--- config.mk ---
export PLATFORM = sky130hd
export DESIGN_NAME = brmv_divider
export DESIGN_NICKNAME = d
export VERILOG_FILES = /design/src/rtl/brmv_pkg.sv /design/src/rtl/brmv_divider.sv
export SDC_FILE = /design/constraint.sdc
export NUM_CORES = 1
export LEC_CHECK = 0
export ABC_CLOCK_PERIOD_IN_PS = 2460
export BUFFER_PORTS_ARGS = -buffer_cell sky130_fd_sc_hd__buf_4
export CORE_MARGIN = 4
export CORE_UTILIZATION = 50
export DETAILED_ROUTE_END_ITERATION = 10
export HOLD_SLACK_MARGIN = 0.03
export PLACE_DENSITY_LB_ADDON = 0.3
export SYNTH_ARGS = -nofsm -noshare
export SYNTH_HDL_FRONTEND = slang
export SYNTH_SLANG_ARGS = --single-unit
--- constraint.sdc ---
create_clock -name i_clk -period 2.46 [get_ports i_clk]
set_input_delay 0.492 -clock i_clk [delete_from_list [all_inputs] [get_ports i_clk]]
set_output_delay 0.492 -clock i_clk [all_outputs]
set_load 0.01 [all_outputs]
--- src/rtl/brmv_pkg.sv ---
// Package for the binned running mean and variance block.
// Holds widths, status and mode codes, and the controller state type. No dependencies.
`timescale 1ns / 1ps

package brmv_pkg;

    localparam int NumBins  = 256;
    localparam int BinW     = 8;
    localparam int CfgW     = 9;
    localparam int CountW   = 24;
    localparam int MeanW    = 32;
    localparam int SumW     = 48;
    localparam int FracBits = 16;

    localparam logic [1:0] MODE_ADD      = 2'd0;
    localparam logic [1:0] MODE_READ     = 2'd1;
    localparam logic [1:0] MODE_CLEAR    = 2'd2;
    localparam logic [1:0] MODE_READ_ALT = 2'd3;

    localparam logic [1:0] ST_OK    = 2'd0;
    localparam logic [1:0] ST_RANGE = 2'd1;
    localparam logic [1:0] ST_SAT   = 2'd2;
    localparam logic [1:0] ST_CLEAR = 2'd3;

    typedef enum logic [3:0] {
        t_S_INIT, t_S_IDLE, t_S_READ, t_S_DIVM, t_S_MUL, t_S_ACC,
        t_S_VSTART, t_S_DIVV, t_S_OUT
    } t_state;

    typedef struct packed {
        logic [CountW-1:0] count;
        logic [MeanW-1:0]  mean;
        logic [SumW-1:0]   sum;
    } t_bin;

endpackage

--- src/rtl/brmv_divider.sv ---
// Restoring radix-2 divider, one quotient bit a cycle, 48-bit dividend, 24-bit divisor.
// Uses brmv_pkg for widths.
`timescale 1ns / 1ps

module brmv_divider (
    input  logic                              i_clk,
    input  logic                              i_rst_n,
    input  logic                              i_start,
    input  logic [brmv_pkg::SumW-1:0]         i_dividend,
    input  logic [brmv_pkg::CountW-1:0]       i_divisor,
    output logic                              o_done,
    output logic [brmv_pkg::SumW-1:0]         o_quotient
);

    logic [brmv_pkg::SumW-1:0]   r_quo, n_quo;
    logic [brmv_pkg::CountW:0]   r_rem, n_rem;
    logic [brmv_pkg::CountW-1:0] r_den;
    logic [5:0]                  r_cnt, n_cnt;
    logic                        r_busy, n_busy, r_done, n_done;
    logic [brmv_pkg::CountW+1:0] w_trial;

    always_comb begin
        n_quo  = r_quo;
        n_rem  = r_rem;
        n_cnt  = r_cnt;
        n_busy = r_busy;
        n_done = 1'b0;
        w_trial = {r_rem, r_quo[brmv_pkg::SumW-1]} - {2'b00, r_den};
        if (i_start) begin
            n_quo  = i_dividend;
            n_rem  = '0;
            n_cnt  = 6'(brmv_pkg::SumW);
            n_busy = 1'b1;
        end else if (r_busy) begin
            if (!w_trial[brmv_pkg::CountW+1]) begin
                n_rem = w_trial[brmv_pkg::CountW:0];
                n_quo = {r_quo[brmv_pkg::SumW-2:0], 1'b1};
            end else begin
                n_rem = {r_rem[brmv_pkg::CountW-1:0], r_quo[brmv_pkg::SumW-1]};
                n_quo = {r_quo[brmv_pkg::SumW-2:0], 1'b0};
            end
            n_cnt = r_cnt - 6'd1;
            if (r_cnt == 6'd1) begin
                n_busy = 1'b0;
                n_done = 1'b1;
            end
        end
    end

    always_ff @(posedge i_clk) begin
        if (!i_rst_n) begin
            r_busy <= 1'b0;
            r_done <= 1'b0;
            r_cnt  <= '0;
        end else begin
            r_busy <= n_busy;
            r_done <= n_done;
            r_cnt  <= n_cnt;
        end
        r_quo <= n_quo;
        r_rem <= n_rem;
        if (i_start) begin
            r_den <= i_divisor;
        end
    end

    assign o_done     = r_done;
    assign o_quotient = r_quo;

endmodule

==> Word level (Yosys, flattened, before mapping) <==
Cells that the tools add are included.
{ "totals": {"register_bits": 105, "latch_bits": 0, "ramBits": 0, "rom_bits": 0, "input_bits": 75, "out_inout_bits": 49, "elab_cells": 25, "mem_count": 0} }
{ "classes": {"n_addsub": 2, "multipliers": 0, "n_div": 0, "n_lt_le_gt_ge": 0, "eq_ne": 1, "n_shift": 0, "muxes": 10, "bitwise_logic": 2, "reduce_logical": 3} }
{ "ops": {"columns": ["cell", "n"], "rows": [
  ["48-bit 2-to-1 mux", 2],
  ["26-bit by 24-bit subtractor with 26-bit output", 1],
  ["25-bit 2-to-1 mux", 1],
  ["6-bit 2-to-1 mux", 2],
  ["6-bit by 1-bit equality test with 1-bit output, second input constant", 1],
  ["6-bit by 1-bit subtractor with 6-bit output, second input constant", 1],
  ["1-bit 2-to-1 mux", 5],
  ["3-bit OR reduction", 1],
  ["1-bit inverter", 2],
  ["2-bit nonzero test", 1],
  ["2-bit OR reduction", 1]
]} }

==> Depth between registers and ports, before layout <==
{ "logic_depth": {"word_depth": 4, "depth_mapped": 12, "ltp_nobuf": 11} }

==> Worst setup path before layout <==
Ideal clock, no wire load.
{ "synth_path": {"kind": "flip-flop to flip-flop", "startpoint": "register r_quo, in the netlist o_quotient[47]", "endpoint": "register r_rem[18] (netlist bit)", "setup_ns": 0.091, "arrival_time_ns": 2.595, "required_time_ns": 2.369, "path_slack_ns": -0.226, "path_stages_with_launch": 12, "path_buffers": 0, "synth_period_minus_slack_ns": 2.686, "cell_sequence": "edfxtp_1 -> inv_1 -> ha_1 -> fa_1 -> nand2b_1 -> a21oi_1 -> o21ai_1 -> a21o_1 -> a2111oi_0 -> a31oi_1 -> a311o_1 -> a311oi_1"} }
{ "synth_via": {"elab_chain_len": 2} }
{ "synth_rtl": {"columns": ["element", "line_no", "rtl"], "rows": [
  ["from (decl)", "brmv_divider.sv:15", "logic [brmv_pkg::SumW-1:0] r_quo, n_quo;"],
  ["from (signal assigned)", "brmv_divider.sv:60", "r_quo <= n_quo;"],
  ["26-bit by 24-bit subtractor with 26-bit output", "brmv_divider.sv:28", "w_trial = {r_rem, r_quo[brmv_pkg::SumW-1]} - {2'b00, r_den};"],
  ["25-bit 2-to-1 mux", "brmv_divider.sv:35", "if (!w_trial[brmv_pkg::CountW+1]) begin"],
  ["to (signal assigned)", "brmv_divider.sv:61", "r_rem <= n_rem;"],
  ["to (decl)", "brmv_divider.sv:16", "logic [brmv_pkg::CountW:0] r_rem, n_rem;"]
]} }
No other way between the ends.
A chain may end at the register's enable or synchronous reset.

==> Worst setup path in the final report <==
{ "layout_path": {"startpoint": "register r_den[16] (netlist bit)", "endpoint": "register r_rem[23] (netlist bit)"} }
{ "layout_via": {"elab_chain_len": 2} }
{ "layout_rtl": {"columns": ["element", "line_no", "rtl"], "rows": [
  ["from (decl)", "brmv_divider.sv:17", "logic [brmv_pkg::CountW-1:0] r_den;"],
  ["from (signal assigned)", "brmv_divider.sv:63", "r_den <= i_divisor;"],
  ["26-bit by 24-bit subtractor with 26-bit output", "brmv_divider.sv:28", null],
  ["25-bit 2-to-1 mux", "brmv_divider.sv:35", null]
]} }
No other way between the ends.

==> metrics.csv <==
stage,metric,value,unit
worst_setup_path,Arrival @ worst endpoint,3.09,ns
timing,max-slew violations,0,
drt,TritonRoute pass-1 iters,5,
drt,via count,5354,
worst_setup_path,CP Buf/Inv Count,2,
cts,CTS tree,done,
worst_setup_path,Reg2Reg Capture Point,r_rem[23]$_SDFFE_PP0P_,
floorplan,Initial Utilization,52.1,%
synth,Yosys warnings,0,
synth,Synth Area in Compound Gates,16.4,%
drt,Residual DRC,0,
pwr,Worst IR Drop VDD,0.641,mV
timing,"Setup violations, final",26,
synth,Adder-Cell Fraction of Synth Area,5.98,%
timing,RSZ-0062 raised after global routing,yes,
global_route,global-route wire length before repair,26600,µm
timing,"Hold Vio Cnt, Final",0,
cts,total CTS buffers,9,
cells_and_area,NumNets Final,866,
floorplan,DIE HEIGHT,115,µm
worst_setup_path,"critical path fanouts, max",3,
timing,fin crit share,115,%
worst_setup_path,Top Family by Delay on Critical Path,simple AND/OR/NAND/NOR gates,
synth,Cells after Synth,532,
timing,achievable frequency,0.353,GHz
drt,DR vias/cell,5.89,
cells_and_area,final instance area,0.00866,mm²
global_route,Tot GR Track Use,25.3,%
timing,Layout Skew,0.0124,ns
timing,fin crit period,2.83,ns
pwr,Pwr Density,671,mW/mm²
synth,mapped cell area,0.00577,mm²
synth,mux cell area share after synthesis,9.34,%
min_path,hold crit path type,in2reg,
cts,Sink Count,105,
synth,Syn Nets,634,
pwr,Int Power,0.00398,W
min_path,Hold Path Cell Cnt,1,
worst_setup_path,crit end category,flip-flop,
cts,clk_lat worst skew,0.36,ns
synth,"Seq/Total Area, Yosys",48.9,%
placed_design,RePlAce Congestion,0.882,
timing,Rel. slew slack,56.0,%
worst_setup_path,worst r2r src,r_den[16]$_DFFE_PP_,
synth,Post-synth top flop,edfxtp_1,
floorplan,total core area,0.0111,mm²
cts,clk slew on worst S/H paths,0.08,ns
cells_and_area,layout cells sized above 1,52.1,%
timing,worst slew pin tran,0.658,ns
drt,Initial DRC Count,354,
cells_and_area,# diodes,0,
drt,post-DR wirelength/cell,19.5,µm
status,status,"complete, but fails checks",
timing,Final WS setup,-0.372,ns
floorplan,die span in x,115,µm
synth,count of different cell masters after synthesis,59,
synth,main combinational cell family by area after synthesis,compound AO/OA/AOI/OAI gates,
cells_and_area,"commonest non-fill, non-tap cell in the layout",buf_4,
synth,simple-gate area share of the yosys netlist,11.6,%
placed_design,placed wire-length estimate,11200,µm
cells_and_area,Area Overhead vs Synth,50.0,%
global_route,number of global-route vias before repair,5425,
pwr,Clock Power Share,26.9,%
status,failing checks,setup timing,
worst_setup_path,WP data required,2.72,ns
min_path,Hold Path End,r_den[17]$_DFFE_PP_,
synth,"Avg Cell Area, Syn",10.9,µm²
pwr,sw frac,31.6,%
timing,hold_ws,0.300,ns
pwr,Pleak,3.61,nW
cts,clock buffer depth,2,
global_route,largest net degree at the start of global routing,74,
synth,XOR/XNOR Fraction of Synth Area,3.03,%
global_route,initial antenna violation count,0,
worst_setup_path,worst path cell trace,inv_2 -> ha_4 -> a21o_1 -> a221oi_2 -> o21ai_2 -> nor3_2 -> and3_4 -> nor3_4 -> buf_6 -> or4_1 -> a311oi_1,
cts,root buffer cell,clkbuf_16,
floorplan,DIE AREA,0.0133,mm²
global_route,"Remaining Overflow, GRT",0,
pwr,power share of the combinational group,35.3,%
drt,WL final,17800,µm
synth,register bit total from synthesis,105,
min_path,hold path startpoint,i_divisor[17],
pwr,sequential share of power,37.8,%
placed_design,DP Area,0.00757,mm²
cts,hold buffers post-CTS,0,
drt,Antenna Nets Post-Route,0,
pwr,net load switching power,0.00184,W
worst_setup_path,Startpoint Class,flip-flop,
worst_setup_path,R2R setup slack,-0.37,ns
synth,number of flops mapped to enable cells by yosys,72,
worst_setup_path,Max stage delay on crit path,0.51,ns
cts,H-Tree Depth,3,
worst_setup_path,r2r worst-path depth,11,
job,Max-Cap Viols,0,
synth,Post-synth ARST share,0,%
floorplan,I/O pin count,124,
placed_design,IO Port Bufs,123,
floorplan,Cell Rows,38,
worst_setup_path,CP max-delay cell,or4_1,
worst_setup_path,kind of critical path,reg2reg,
cells_and_area,most frequent cells in the layout,"buf_4, edfxtp_1, mux2_2",
layer usage:
metal,wire length [µm],up-vias,global-route usage [%]
met1,6690,2588,29.2
met3,1700,54,11.1
met5,0,-,0
met4,563,0,7.12
met2,8790,262,43.0
li1,-,2450,-
state kept, by name (all words and copies together) (netlist names):
register,cells
o_done,1
o_quotient,48
r_busy,1
r_cnt,6
r_den,24
r_rem,25
layout make-up:
type / count / area [µm²]
Clock buffer: 10 / 239
Clock inverter: 6 / 83.8
Fill cell: 619 / 2420
Inverter: 36 / 135
Multi-Input combinational cell: 365 / 3210
Sequential cell: 105 / 2820
Tap cell: 140 / 175
Timing Repair Buffer: 247 / 1990
through the flow:
step	power, W	utilization (%)	instances	worst slack, ns	setup TNS (ns)
2_1_floorplan	0.00311	-	532	-0.00722	-0.00722
3_3_place_gp	0.00377	68.3	861	-0.224	-3.28
3_5_place_dp	0.00382	68.3	861	-0.315	-4.11
4_1_cts	0.00557	74.8	897	-0.217	-3.39
5_1_grt	0.00606	78.2	909	-0.522	-9.02
6_report	0.00581	78.2	909	-0.372	-6.74
how the worst max path moves through the flow:
| stage | start | end | slack [ns] | depth (start not counted) |
|---|---|---|---|---|
| after floorplan | o_quotient[47]$_DFFE_PP_ | r_rem[18]$_SDFFE_PP0P_ | -0.007 | 11 |
| after global placement | r_den[18]$_DFFE_PP_ | r_rem[16]$_SDFFE_PP0P_ | -0.22 | 11 |
| after detailed placement | r_den[16]$_DFFE_PP_ | r_rem[12]$_SDFFE_PP0P_ | -0.31 | 11 |
| after CTS | r_den[6]$_DFFE_PP_ | r_rem[12]$_SDFFE_PP0P_ | -0.22 | 11 |
| after global routing | r_den[16]$_DFFE_PP_ | r_rem[23]$_SDFFE_PP0P_ | -0.52 | 11 |
| final | r_den[16]$_DFFE_PP_ | r_rem[23]$_SDFFE_PP0P_ | -0.37 | 11 |
timing repair:
action	CTS	global route
buffers inserted	21	16
endpoints found under the setup margin	26	26
resized for setup	54	53
pin swaps	32	36
logic make-up after synthesis:
logic type	after synthesis
flops	105
fa+ha+maj	27
mux	48
xor+xnor	20
buf+inv	62
compound gates	135
simple gates	135
synth_stat cells (all sizes together), types with 2 or more instances:
master	instances	area share [%]
a21boi	2	0.26
a21o	10	1.3
nand4	4	0.43
nor2b	6	0.65
or4	4	0.52
nor3	12	1.1
edfxtp	72	37
xnor2	12	1.8
o21ai	32	2.8
a211o	4	0.63
nand3b	3	0.39
clkbuf	15	1.0
dfxtp	33	11
xor2	8	1.2
a21oi	31	2.8
or2	2	0.22
buf	9	1.1
ha	26	5.6
and2	4	0.46
nand2b	6	0.65
a211oi	3	0.48
o21a	5	0.65
o211ai	5	0.65
inv	36	2.3
a31oi	7	0.76
nand3	17	1.5
a2111o	2	0.39
a311oi	16	2.4
nand2	31	2.0
and3	5	0.65
o41ai	2	0.30
nor2	35	2.3
or3	3	0.33
o31ai	7	0.91
a2111oi	3	1.1
mux2	47	9.2
o221ai	2	0.30
dlygate4sd3	2	0.35
power groups by stage:
| stage | Clock, W | Sequential [W] | Combinational [W] |
|---|---|---|---|
| after floorplan | 0 | 0.00225 | 0.000866 |
| after global placement | 0 | 0.00222 | 0.00155 |
| after detailed placement | 0 | 0.00222 | 0.00160 |
| after CTS | 0.00158 | 0.00219 | 0.00179 |
| after global routing | 0.00165 | 0.00222 | 0.00218 |
| final | 0.00156 | 0.00220 | 0.00205 |
No activity file was read; power rests on OpenSTA's default activity.
